## config.mk

```make
export PLATFORM = sky130hd
export DESIGN_NAME = pid_controller_clamped_flat
export DESIGN_NICKNAME = d
export VERILOG_FILES = /design/src/rtl/core/pidc_pkg.sv /design/src/rtl/core/pidc_if.sv /design/src/rtl/core/pidc_seq.sv /design/src/rtl/core/pidc_dp.sv /design/src/rtl/core/pid_controller_clamped.sv /design/src/flat_wrapper.sv
export SDC_FILE = /design/constraint.sdc
export NUM_CORES = 2
export LEC_CHECK = 0
export BUFFER_PORTS_ARGS = -buffer_cell sky130_fd_sc_hd__buf_2
export CAP_MARGIN = 20
export CELL_PAD_IN_SITES_DETAIL_PLACEMENT = 0
export CELL_PAD_IN_SITES_GLOBAL_PLACEMENT = 1
export CORE_MARGIN = 1.5
export CORE_UTILIZATION = 47
export DETAILED_ROUTE_END_ITERATION = 8
export PLACE_DENSITY = 0.82
export SLEW_MARGIN = 40
export SYNTH_ARGS = -nofsm -noshare
export SYNTH_HDL_FRONTEND = slang
export SYNTH_HIERARCHICAL = 1
export SYNTH_SLANG_ARGS = --single-unit
```

## constraint.sdc

```tcl
create_clock -name clk_i -period 8.9 [get_ports clk_i]
set_input_delay 0.445 -clock clk_i [delete_from_list [all_inputs] [get_ports clk_i]]
set_output_delay 0.445 -clock clk_i [all_outputs]
set_load 0.05 [all_outputs]
```

## src/rtl/core/pidc_pkg.sv

```systemverilog
package pidc_pkg;

  // payload and register widths
  localparam int ErrW  = 16;
  localparam int StepW = 16;
  localparam int GainW = 24;
  localparam int LimW  = 32;
  localparam int IdxW  = 3;

  // datapath widths
  localparam int FracW = 12;                 // error scaling before the divide
  localparam int DivW  = StepW + FracW;      // magnitude of (error delta * 1.0)
  localparam int DerW  = DivW + 1;           // signed derivative
  localparam int CntW  = $clog2(DivW);
  localparam int MulAW = GainW + 1;
  localparam int MulBW = DerW;
  localparam int ProdW = MulAW + MulBW;
  localparam int IntW  = 48;
  localparam int IntHW = IntW / 2;           // integral split point (Q.24)
  localparam int AccW  = 50;
  localparam int PcW   = 4;

  localparam logic [StepW-1:0] OneQ12 = StepW'(4096);

  // register indexes
  localparam logic [IdxW-1:0] RegKp     = IdxW'(0);
  localparam logic [IdxW-1:0] RegKi     = IdxW'(1);
  localparam logic [IdxW-1:0] RegKd     = IdxW'(2);
  localparam logic [IdxW-1:0] RegOutMax = IdxW'(3);
  localparam logic [IdxW-1:0] RegOutMin = IdxW'(4);

  // microprogram addresses
  localparam logic [PcW-1:0] StepWaitIn = PcW'(0);
  localparam logic [PcW-1:0] StepDiv    = PcW'(1);
  localparam logic [PcW-1:0] StepDerFix = PcW'(2);
  localparam logic [PcW-1:0] StepIntUpd = PcW'(3);
  localparam logic [PcW-1:0] StepAddP   = PcW'(4);
  localparam logic [PcW-1:0] StepAddD   = PcW'(5);
  localparam logic [PcW-1:0] StepAddIhi = PcW'(6);
  localparam logic [PcW-1:0] StepAddIlo = PcW'(7);
  localparam logic [PcW-1:0] StepEmit   = PcW'(8);

  typedef enum logic [2:0] {
    MUL_NONE     = 3'd0,
    MUL_ERR_STEP = 3'd1,
    MUL_KP_ERR   = 3'd2,
    MUL_KD_DER   = 3'd3,
    MUL_KI_HI    = 3'd4,
    MUL_KI_LO    = 3'd5
  } mul_sel_e;

  typedef enum logic [2:0] {
    ACC_HOLD   = 3'd0,
    ACC_CLR    = 3'd1,
    ACC_ADD_Q0 = 3'd2,
    ACC_ADD_Q12 = 3'd3,
    ACC_ADD_Q24 = 3'd4
  } acc_op_e;

  typedef enum logic [1:0] {
    JMP_NEXT     = 2'd0,
    JMP_WAIT_IN  = 2'd1,
    JMP_DIV_LOOP = 2'd2,
    JMP_WAIT_OUT = 2'd3
  } jmp_e;

  typedef struct packed {
    logic     load;
    logic     div_step;
    logic     div_fix;
    logic     int_upd;
    logic     emit;
    mul_sel_e mul;
    acc_op_e  acc;
    jmp_e     jmp;
  } uop_t;

  typedef struct packed {
    logic in_valid;
    logic div_last;
    logic out_free;
  } stat_t;

  // control store
  function automatic uop_t ucode(input logic [PcW-1:0] pc);
    uop_t u;
    u = '0;
    case (pc)
      StepWaitIn: begin
        u.load = 1'b1;
        u.jmp  = JMP_WAIT_IN;
      end
      StepDiv: begin
        u.div_step = 1'b1;
        u.jmp      = JMP_DIV_LOOP;
      end
      StepDerFix: begin
        u.div_fix = 1'b1;
        u.mul     = MUL_ERR_STEP;
      end
      StepIntUpd: begin
        u.int_upd = 1'b1;
        u.mul     = MUL_KP_ERR;
        u.acc     = ACC_CLR;
      end
      StepAddP: begin
        u.mul = MUL_KD_DER;
        u.acc = ACC_ADD_Q12;
      end
      StepAddD: begin
        u.mul = MUL_KI_HI;
        u.acc = ACC_ADD_Q12;
      end
      StepAddIhi: begin
        u.mul = MUL_KI_LO;
        u.acc = ACC_ADD_Q0;
      end
      StepAddIlo: begin
        u.acc = ACC_ADD_Q24;
      end
      StepEmit: begin
        u.emit = 1'b1;
        u.jmp  = JMP_WAIT_OUT;
      end
      default: begin
        u.jmp = JMP_WAIT_OUT;
      end
    endcase
    return u;
  endfunction

endpackage

```

## src/rtl/core/pidc_if.sv

```systemverilog
interface pidc_in_if import pidc_pkg::*; ();
  logic                   valid;
  logic                   ready;
  logic signed [ErrW-1:0] error_sample;
  logic [StepW-1:0]       delta_time;

  modport source (output valid, error_sample, delta_time, input ready);
  modport sink (input valid, error_sample, delta_time, output ready);
endinterface

interface pidc_out_if import pidc_pkg::*; ();
  logic                   valid;
  logic                   ready;
  logic signed [LimW-1:0] control;
  logic [StepW-1:0]       applied_step;

  modport source (output valid, control, applied_step, input ready);
  modport sink (input valid, control, applied_step, output ready);
endinterface

interface pidc_cfg_if import pidc_pkg::*; ();
  logic            valid;
  logic            ready;
  logic [IdxW-1:0] index;
  logic [LimW-1:0] data;

  modport source (output valid, index, data, input ready);
  modport sink (input valid, index, data, output ready);
endinterface

```

## src/rtl/core/pidc_seq.sv

```systemverilog
module pidc_seq import pidc_pkg::*; (
  input  logic  clk_i,
  input  logic  rst_ni,
  input  stat_t stat_i,
  output uop_t  uop_o,
  output logic  go_o
);

  logic [PcW-1:0] pc_q, pc_d;
  uop_t           uop;

  assign uop = ucode(pc_q);

  always_comb begin
    go_o = 1'b1;
    pc_d = pc_q + PcW'(1);
    case (uop.jmp)
      JMP_NEXT: begin
        go_o = 1'b1;
      end
      JMP_WAIT_IN: begin
        go_o = stat_i.in_valid;
        if (!go_o) pc_d = pc_q;
      end
      JMP_DIV_LOOP: begin
        go_o = stat_i.div_last;
        if (!go_o) pc_d = pc_q;
      end
      JMP_WAIT_OUT: begin
        go_o = stat_i.out_free;
        pc_d = go_o ? StepWaitIn : pc_q;
      end
      default: begin
        pc_d = StepWaitIn;
      end
    endcase
  end

  always_ff @(posedge clk_i or negedge rst_ni) begin
    if (!rst_ni) begin
      pc_q <= StepWaitIn;
    end else begin
      pc_q <= pc_d;
    end
  end

  assign uop_o = uop;

endmodule

```

## src/rtl/core/pidc_dp.sv

```systemverilog
module pidc_dp import pidc_pkg::*; (
  input  logic                   clk_i,
  input  logic                   rst_ni,
  input  logic                   cfg_we_i,
  input  logic [IdxW-1:0]        cfg_idx_i,
  input  logic [LimW-1:0]        cfg_data_i,
  input  logic                   in_valid_i,
  input  logic signed [ErrW-1:0] err_i,
  input  logic [StepW-1:0]       dt_i,
  input  logic                   out_ready_i,
  input  uop_t                   uop_i,
  input  logic                   go_i,
  output stat_t                  stat_o,
  output logic                   out_valid_o,
  output logic signed [LimW-1:0] control_o,
  output logic [StepW-1:0]       applied_step_o
);

  // configuration
  logic signed [GainW-1:0] kp_q, ki_q, kd_q;
  logic signed [LimW-1:0]  out_max_q, out_min_q;

  // state carried between words
  logic signed [ErrW-1:0]  last_err_q;
  logic signed [IntW-1:0]  integ_q;

  // per-word working registers
  logic signed [ErrW-1:0]  err_q;
  logic [StepW-1:0]        step_q;
  logic                    neg_q;
  logic [StepW-1:0]        rem_q;
  logic [DivW-1:0]         quo_q;
  logic [CntW-1:0]         cnt_q;
  logic signed [DerW-1:0]  deriv_q;
  logic signed [ProdW-1:0] prod_q;
  logic signed [AccW-1:0]  acc_q;

  // result register
  logic                    out_valid_q;
  logic signed [LimW-1:0]  out_ctl_q;
  logic [StepW-1:0]        out_step_q;

  logic                    load, emit, out_free;
  logic [StepW-1:0]        step_in;
  logic signed [ErrW:0]    diff;
  logic [ErrW:0]           diff_mag;
  logic [StepW:0]          rem_sh;
  logic                    q_bit;
  logic [DerW-1:0]         quo_ext;
  logic signed [MulAW-1:0] mul_a;
  logic signed [MulBW-1:0] mul_b;
  logic signed [IntW:0]    int_sum;
  logic signed [IntW-1:0]  int_sat;
  logic signed [AccW-1:0]  acc_add;
  logic signed [AccW-1:0]  lim_hi, lim_lo;
  logic signed [LimW-1:0]  ctl_clamped;

  assign out_free = !out_valid_q || out_ready_i;
  assign load     = uop_i.load && go_i;
  assign emit     = uop_i.emit && go_i;

  assign stat_o = '{in_valid: in_valid_i, div_last: (cnt_q == '0), out_free: out_free};

  // zero step means 1.0
  assign step_in  = (dt_i == '0) ? OneQ12 : dt_i;
  assign diff     = (ErrW+1)'(err_i) - (ErrW+1)'(last_err_q);
  assign diff_mag = diff[ErrW] ? (~diff + (ErrW+1)'(1)) : diff;

  // restoring divider, one quotient bit per cycle
  assign rem_sh  = {rem_q, quo_q[DivW-1]};
  assign q_bit   = (rem_sh >= {1'b0, step_q});
  assign quo_ext = {1'b0, quo_q};

  // shared multiplier operand select
  always_comb begin
    mul_a = '0;
    mul_b = '0;
    case (uop_i.mul)
      MUL_NONE: begin
        mul_a = '0;
        mul_b = '0;
      end
      MUL_ERR_STEP: begin
        mul_a = MulAW'(err_q);
        mul_b = MulBW'($signed({1'b0, step_q}));
      end
      MUL_KP_ERR: begin
        mul_a = MulAW'(kp_q);
        mul_b = MulBW'(err_q);
      end
      MUL_KD_DER: begin
        mul_a = MulAW'(kd_q);
        mul_b = deriv_q;
      end
      MUL_KI_HI: begin
        mul_a = MulAW'(ki_q);
        mul_b = MulBW'($signed(integ_q[IntW-1:IntHW]));
      end
      MUL_KI_LO: begin
        mul_a = MulAW'(ki_q);
        mul_b = MulBW'($signed({1'b0, integ_q[IntHW-1:0]}));
      end
      default: begin
        mul_a = '0;
        mul_b = '0;
      end
    endcase
  end

  // saturating integral
  assign int_sum = (IntW+1)'(integ_q) + (IntW+1)'(prod_q);
  assign int_sat = (int_sum[IntW] != int_sum[IntW-1]) ?
                   {int_sum[IntW], {(IntW-1){~int_sum[IntW]}}} : int_sum[IntW-1:0];

  always_comb begin
    acc_add = '0;
    case (uop_i.acc)
      ACC_ADD_Q0:  acc_add = AccW'(prod_q);
      ACC_ADD_Q12: acc_add = AccW'(prod_q >>> 12);
      ACC_ADD_Q24: acc_add = AccW'(prod_q >>> IntHW);
      default:     acc_add = '0;
    endcase
  end

  // clamp, low limit checked first
  assign lim_hi = AccW'(out_max_q);
  assign lim_lo = AccW'(out_min_q);
  assign ctl_clamped = (acc_q < lim_lo) ? out_min_q :
                       (acc_q > lim_hi) ? out_max_q : acc_q[LimW-1:0];

  always_ff @(posedge clk_i or negedge rst_ni) begin
    if (!rst_ni) begin
      kp_q        <= '0;
      ki_q        <= '0;
      kd_q        <= '0;
      out_max_q   <= LimW'(65536);
      out_min_q   <= -LimW'(65536);
      last_err_q  <= '0;
      integ_q     <= '0;
      out_valid_q <= 1'b0;
    end else begin
      if (cfg_we_i) begin
        case (cfg_idx_i)
          RegKp:     kp_q      <= cfg_data_i[GainW-1:0];
          RegKi:     ki_q      <= cfg_data_i[GainW-1:0];
          RegKd:     kd_q      <= cfg_data_i[GainW-1:0];
          RegOutMax: out_max_q <= cfg_data_i;
          RegOutMin: out_min_q <= cfg_data_i;
          default:   ;
        endcase
      end
      if (load) last_err_q <= err_i;
      if (uop_i.int_upd) integ_q <= int_sat;
      if (emit) begin
        out_valid_q <= 1'b1;
      end else if (out_ready_i) begin
        out_valid_q <= 1'b0;
      end
    end
  end

  always_ff @(posedge clk_i) begin
    if (load) begin
      err_q  <= err_i;
      step_q <= step_in;
      neg_q  <= diff[ErrW];
      rem_q  <= '0;
      quo_q  <= {diff_mag[StepW-1:0], {FracW{1'b0}}};
      cnt_q  <= CntW'(DivW - 1);
    end else if (uop_i.div_step) begin
      rem_q <= q_bit ? StepW'(rem_sh - {1'b0, step_q}) : rem_sh[StepW-1:0];
      quo_q <= {quo_q[DivW-2:0], q_bit};
      cnt_q <= cnt_q - CntW'(1);
    end
    if (uop_i.div_fix) deriv_q <= neg_q ? (~quo_ext + DerW'(1)) : quo_ext;
    if (uop_i.mul != MUL_NONE) prod_q <= mul_a * mul_b;
    case (uop_i.acc)
      ACC_HOLD: ;
      ACC_CLR:  acc_q <= '0;
      default:  acc_q <= acc_q + acc_add;
    endcase
    if (emit) begin
      out_ctl_q  <= ctl_clamped;
      out_step_q <= step_q;
    end
  end

  assign out_valid_o    = out_valid_q;
  assign control_o      = out_ctl_q;
  assign applied_step_o = out_step_q;

endmodule

```

## src/rtl/core/pid_controller_clamped.sv

```systemverilog
// fixed-point pid controller with output clamp. each input word carries an
// error sample (signed q3.12) and a time step (unsigned q4.12, zero means 1.0).
// the block returns one word per input: kp*e + kd*de/dt + ki*integral in
// signed q16.16, clamped to [out_min, out_max] (low limit checked first), and
// the time step actually used. the derivative divide truncates toward zero,
// the integral saturates at 48 bits, products are floored. from acceptance to
// the result register a word passes one load step, 28 steps of the radix-2
// divider loop, then seven steps that share one 25x29 multiplier and an
// accumulator. the next word is accepted the cycle after the result is
// loaded, so a new word is not taken before the last one is done. a finished
// word waits in the output register; if it is still there when the next one
// is done, the sequencer holds on its last step. gains and limits are written
// through the configuration channel, which is always ready; writes to an
// unknown index are dropped. reset clears the stored error and the integral
// and loads the register defaults.
module pid_controller_clamped import pidc_pkg::*; (
  input  logic       clk_i,
  input  logic       rst_ni,
  pidc_cfg_if.sink   cfg_i,
  pidc_in_if.sink    in_i,
  pidc_out_if.source out_o
);

  uop_t  uop;
  logic  go;
  stat_t stat;

  // configuration is a plain register write
  assign cfg_i.ready = 1'b1;

  // input is taken only on the first microprogram step
  assign in_i.ready = uop.load;

  // control store and step counter
  pidc_seq u_seq (
    .clk_i  (clk_i),
    .rst_ni (rst_ni),
    .stat_i (stat),
    .uop_o  (uop),
    .go_o   (go)
  );

  // divider, multiplier, accumulator, state and result register
  pidc_dp u_dp (
    .clk_i          (clk_i),
    .rst_ni         (rst_ni),
    .cfg_we_i       (cfg_i.valid),
    .cfg_idx_i      (cfg_i.index),
    .cfg_data_i     (cfg_i.data),
    .in_valid_i     (in_i.valid),
    .err_i          (in_i.error_sample),
    .dt_i           (in_i.delta_time),
    .out_ready_i    (out_o.ready),
    .uop_i          (uop),
    .go_i           (go),
    .stat_o         (stat),
    .out_valid_o    (out_o.valid),
    .control_o      (out_o.control),
    .applied_step_o (out_o.applied_step)
  );

  // one word at a time: no second accept right after the first
  assert property (@(posedge clk_i) disable iff (!rst_ni)
    (in_i.valid && in_i.ready) |=> !in_i.ready)
    else $error("input accepted on back-to-back cycles");

  // a result only appears when the emit step completes
  assert property (@(posedge clk_i) disable iff (!rst_ni)
    $rose(out_o.valid) |-> $past(uop.emit && go))
    else $error("output valid without emit step");

  // the applied step is never zero
  assert property (@(posedge clk_i) disable iff (!rst_ni)
    out_o.valid |-> (out_o.applied_step != '0))
    else $error("zero applied step on output");

endmodule
```

## src/flat_wrapper.sv

```systemverilog
// flat-port wrapper written by rule: the top's interface ports become plain ports
module pid_controller_clamped_flat import pidc_pkg::*;
  (clk_i, rst_ni, cfg_i_valid, cfg_i_index, cfg_i_data, cfg_i_ready, in_i_valid, in_i_error_sample, in_i_delta_time, in_i_ready, out_o_valid, out_o_control, out_o_applied_step, out_o_ready);
  pidc_cfg_if cfg_i_i ();
  pidc_in_if in_i_i ();
  pidc_out_if out_o_i ();
  input  logic clk_i;
  input  logic rst_ni;
  input wire logic [$bits(cfg_i_i.valid)-1:0] cfg_i_valid;
  input wire logic [$bits(cfg_i_i.index)-1:0] cfg_i_index;
  input wire logic [$bits(cfg_i_i.data)-1:0] cfg_i_data;
  output wire logic [$bits(cfg_i_i.ready)-1:0] cfg_i_ready;
  input wire logic [$bits(in_i_i.valid)-1:0] in_i_valid;
  input wire logic [$bits(in_i_i.error_sample)-1:0] in_i_error_sample;
  input wire logic [$bits(in_i_i.delta_time)-1:0] in_i_delta_time;
  output wire logic [$bits(in_i_i.ready)-1:0] in_i_ready;
  output wire logic [$bits(out_o_i.valid)-1:0] out_o_valid;
  output wire logic [$bits(out_o_i.control)-1:0] out_o_control;
  output wire logic [$bits(out_o_i.applied_step)-1:0] out_o_applied_step;
  input wire logic [$bits(out_o_i.ready)-1:0] out_o_ready;
  assign cfg_i_i.valid = cfg_i_valid;
  assign cfg_i_i.index = cfg_i_index;
  assign cfg_i_i.data = cfg_i_data;
  assign cfg_i_ready = cfg_i_i.ready;
  assign in_i_i.valid = in_i_valid;
  assign in_i_i.error_sample = in_i_error_sample;
  assign in_i_i.delta_time = in_i_delta_time;
  assign in_i_ready = in_i_i.ready;
  assign out_o_valid = out_o_i.valid;
  assign out_o_control = out_o_i.control;
  assign out_o_applied_step = out_o_i.applied_step;
  assign out_o_i.ready = out_o_ready;
  pid_controller_clamped u_core (.clk_i(clk_i), .rst_ni(rst_ni), .cfg_i(cfg_i_i), .in_i(in_i_i), .out_o(out_o_i));
endmodule
```

==> flow_metrics.py <==
metrics = {
    "cells_and_area": {
        "drive_above_1_share": 0.169,
        "syn_to_final_growth_pct": 16.7,
        "nNetsFinal": 7612,
        "layout.cells.non_filler": 7983,
        "fillers": 10400,
    },
    "clocking": {
        "clk_latency_ns": 0.63,
        "htreeDepth": 2,
        "cts-root-buf": "clkbuf_16",
        "cts_sinks": 468,
        "clkTransAtPathRegs_ns": 0.06,
        "cts_buffers": 50,
        "clockBufferDepth": 3,
        "cts_tree": "built",
    },
    "route": {
        "ant_nets": 0,
        "viasPerCell": 5.70,
        "dr.pass1.iters": 6,
        "drt-initial-drc-count": 4008,
        "wl_per_cell_um": 23.5,
        "vias": 45500,
        "drc": 0,
        "totalWireLength_mm": 187,
    },
    "critical_path": {
        "crit_path_start_kind": "flip-flop",
        "cp.arrival_ns": 9.13,
        "required_ns": 9.27,
        "cp-end-kind": "flip-flop",
        "reg2reg_to": "u_core/u_dp/prod_q[47]",
        "cp_slowest_cell": "fa_1",
        "rr_startpoint": "u_core/u_seq/pc_q[0]",
        "worst-path-max-fanout": 12,
        "max_stage_delay_ns": 0.59,
        "r2r_cells": 35,
        "crit_type": "flip-flop to flip-flop",
        "r2r_slack_ns": 0.14,
    },
    "placed_design": {
        "dp.cells": 7815,
        "place_congestion": 1.00,
        "port_buffers": 121,
        "dp_hpwl_mm": 151,
    },
    "synthesis": {
        "synth_area_sq_mm": 0.0559,
        "synthCells": 5971,
        "syn-num-nets": 7181,
        "ys.warnings.count": 6,
        "avgSynthCellArea_sq_um": 9.37,
    },
    "sta": {
        "hold_violations": 0,
        "setup_viol": 0,
        "skew_ns": 0.0190,
        "tightestPinTransition_ns": 0.812,
        "finalSetupTns_ns": 0,
        "timing.final.crit_share": 0.984,
        "period_needed_ns": 8.76,
        "max_freq_mhz": 114,
        "rsz0062_at_grt": "true",
        "relSlewSlack": 0.459,
        "maxSlewViolCount": 0,
        "hold_ws_ns": 0.0443,
    },
    "grt": {
        "gr-usage-all-layers": 0.306,
        "grt_pass1_wl_mm": 281,
        "antenna_found_initial": 4,
        "grt_start_max_net_pins": 80,
        "grt_overflow": 0,
        "grt_pass1_vias": 46400,
    },
    "outcome": {
        "outcome": "finished clean",
    },
    "die": {
        "fp.dieW_um": 348,
        "die_area_sq_mm": 0.121,
        "core_sq_mm": 0.118,
        "fp.dieH_um": 348,
        "io_pins": 123,
        "row_count": 126,
        "initial_utilization": 0.474,
    },
    "worst_hold_path": {
        "hold_depth": 3,
        "whs_endpoint": "u_core/u_dp/out_min_q[28]",
        "hp-start": "cfg_i_data[28]",
        "hp-class": "primary input to flip-flop",
    },
    "run": {
        "drv_cap": 0,
    },
}
## what timing repair did
action	4_1_cts	5_1_grt
pin swaps	3	60
endpoints found under the hold margin	76	0
gates resized for setup	18	167
endpoints found under the setup margin	15	18
hold buffers	17	0
buffers inserted	1	47
cloned	0	6
## layout by cell type (no fill, tap or decap), drive strengths merged, types with 43 or more instances in the layout
master / count
mux2: 141
inv: 937
nor2b: 43
ha: 383
mux2i: 143
a21oi: 274
nand2b: 47
nor3: 54
fa: 755
clkbuf: 70
edfxtp: 230
xnor2: 150
a21o: 140
nand3: 57
buf: 644
nor2: 493
o21ai: 286
xor2: 51
nand2: 666
dfrtp: 188
## routing by layer
metal  up-vias  global-route usage  part of all wire
li1      20500                   -                 -
met1     22800               0.407              0.41
met5         -                   0                 0
met3       404              0.0475             0.079
met4         0               0.130             0.052
met2      1724               0.499              0.46
## worst max path at each step
stage / cells past startpoint / to / from
CTS: 36 / u_core/u_dp/prod_q[39] / u_core/u_seq/pc_q[1]
detailed placement: 33 / u_core/u_dp/prod_q[53] / u_core/u_seq/pc_q[1]
global placement: 33 / u_core/u_dp/prod_q[53] / u_core/u_seq/pc_q[0]
floorplan: 35 / u_core/u_dp/prod_q[48] / u_core/u_seq/pc_q[0]
global route: 39 / u_core/u_dp/prod_q[47] / u_core/u_seq/pc_q[1]
finish: 35 / u_core/u_dp/prod_q[47] / u_core/u_seq/pc_q[0]
## flip-flops by register name (all words and copies together) (netlist names), 24 cells and up
name,flops
u_core/u_dp/quo_q,28
u_core/u_dp/out_min_q,32
u_core/u_dp/kd_q,24
u_core/u_dp/control_o,32
u_core/u_dp/ki_q,24
u_core/u_dp/out_max_q,32
u_core/u_dp/deriv_q,29
u_core/u_dp/prod_q,54
u_core/u_dp/integ_q,48
u_core/u_dp/acc_q,50
u_core/u_dp/kp_q,24
## critical path: cells and delay by family, from the launching register on
kind                       cells  cell delay [ns]
AOI/OAI and AO/OA              9             1.82
adders and majority gates      9             4.03
buffers and inverters         12             1.53
DFF                            1             0.39
and+or+nand+nor                5             0.71
## metrics by stage
step	util	setup slack, ns	cell area (sq um)
final	0.553	0.142	65300
after global routing	0.553	-0.0905	65300
after CTS	0.542	0.00245	64000
after detailed placement	0.525	-0.428	62000
after global placement	0.525	-0.293	61900
after floorplan	-	-0.00172	55900
## cell type report
class | count | area (sq um) | share of cell area
clock buffer | 63 | 1390 | 0.0213
timing repair buffer | 668 | 5880 | 0.0901
antenna | 3 | 7.51 | 0.000115
sequential | 468 | 12700 | 0.195
clock inverter | 31 | 402 | 0.00615
tap | 1536 | 1920 | 0.0295
inverter | 935 | 3520 | 0.0539
multi-input combinational | 4279 | 39400 | 0.604
Power is not shown: default switching activity piles up to over one toggle a cycle in this logic, so the estimate is an artifact.
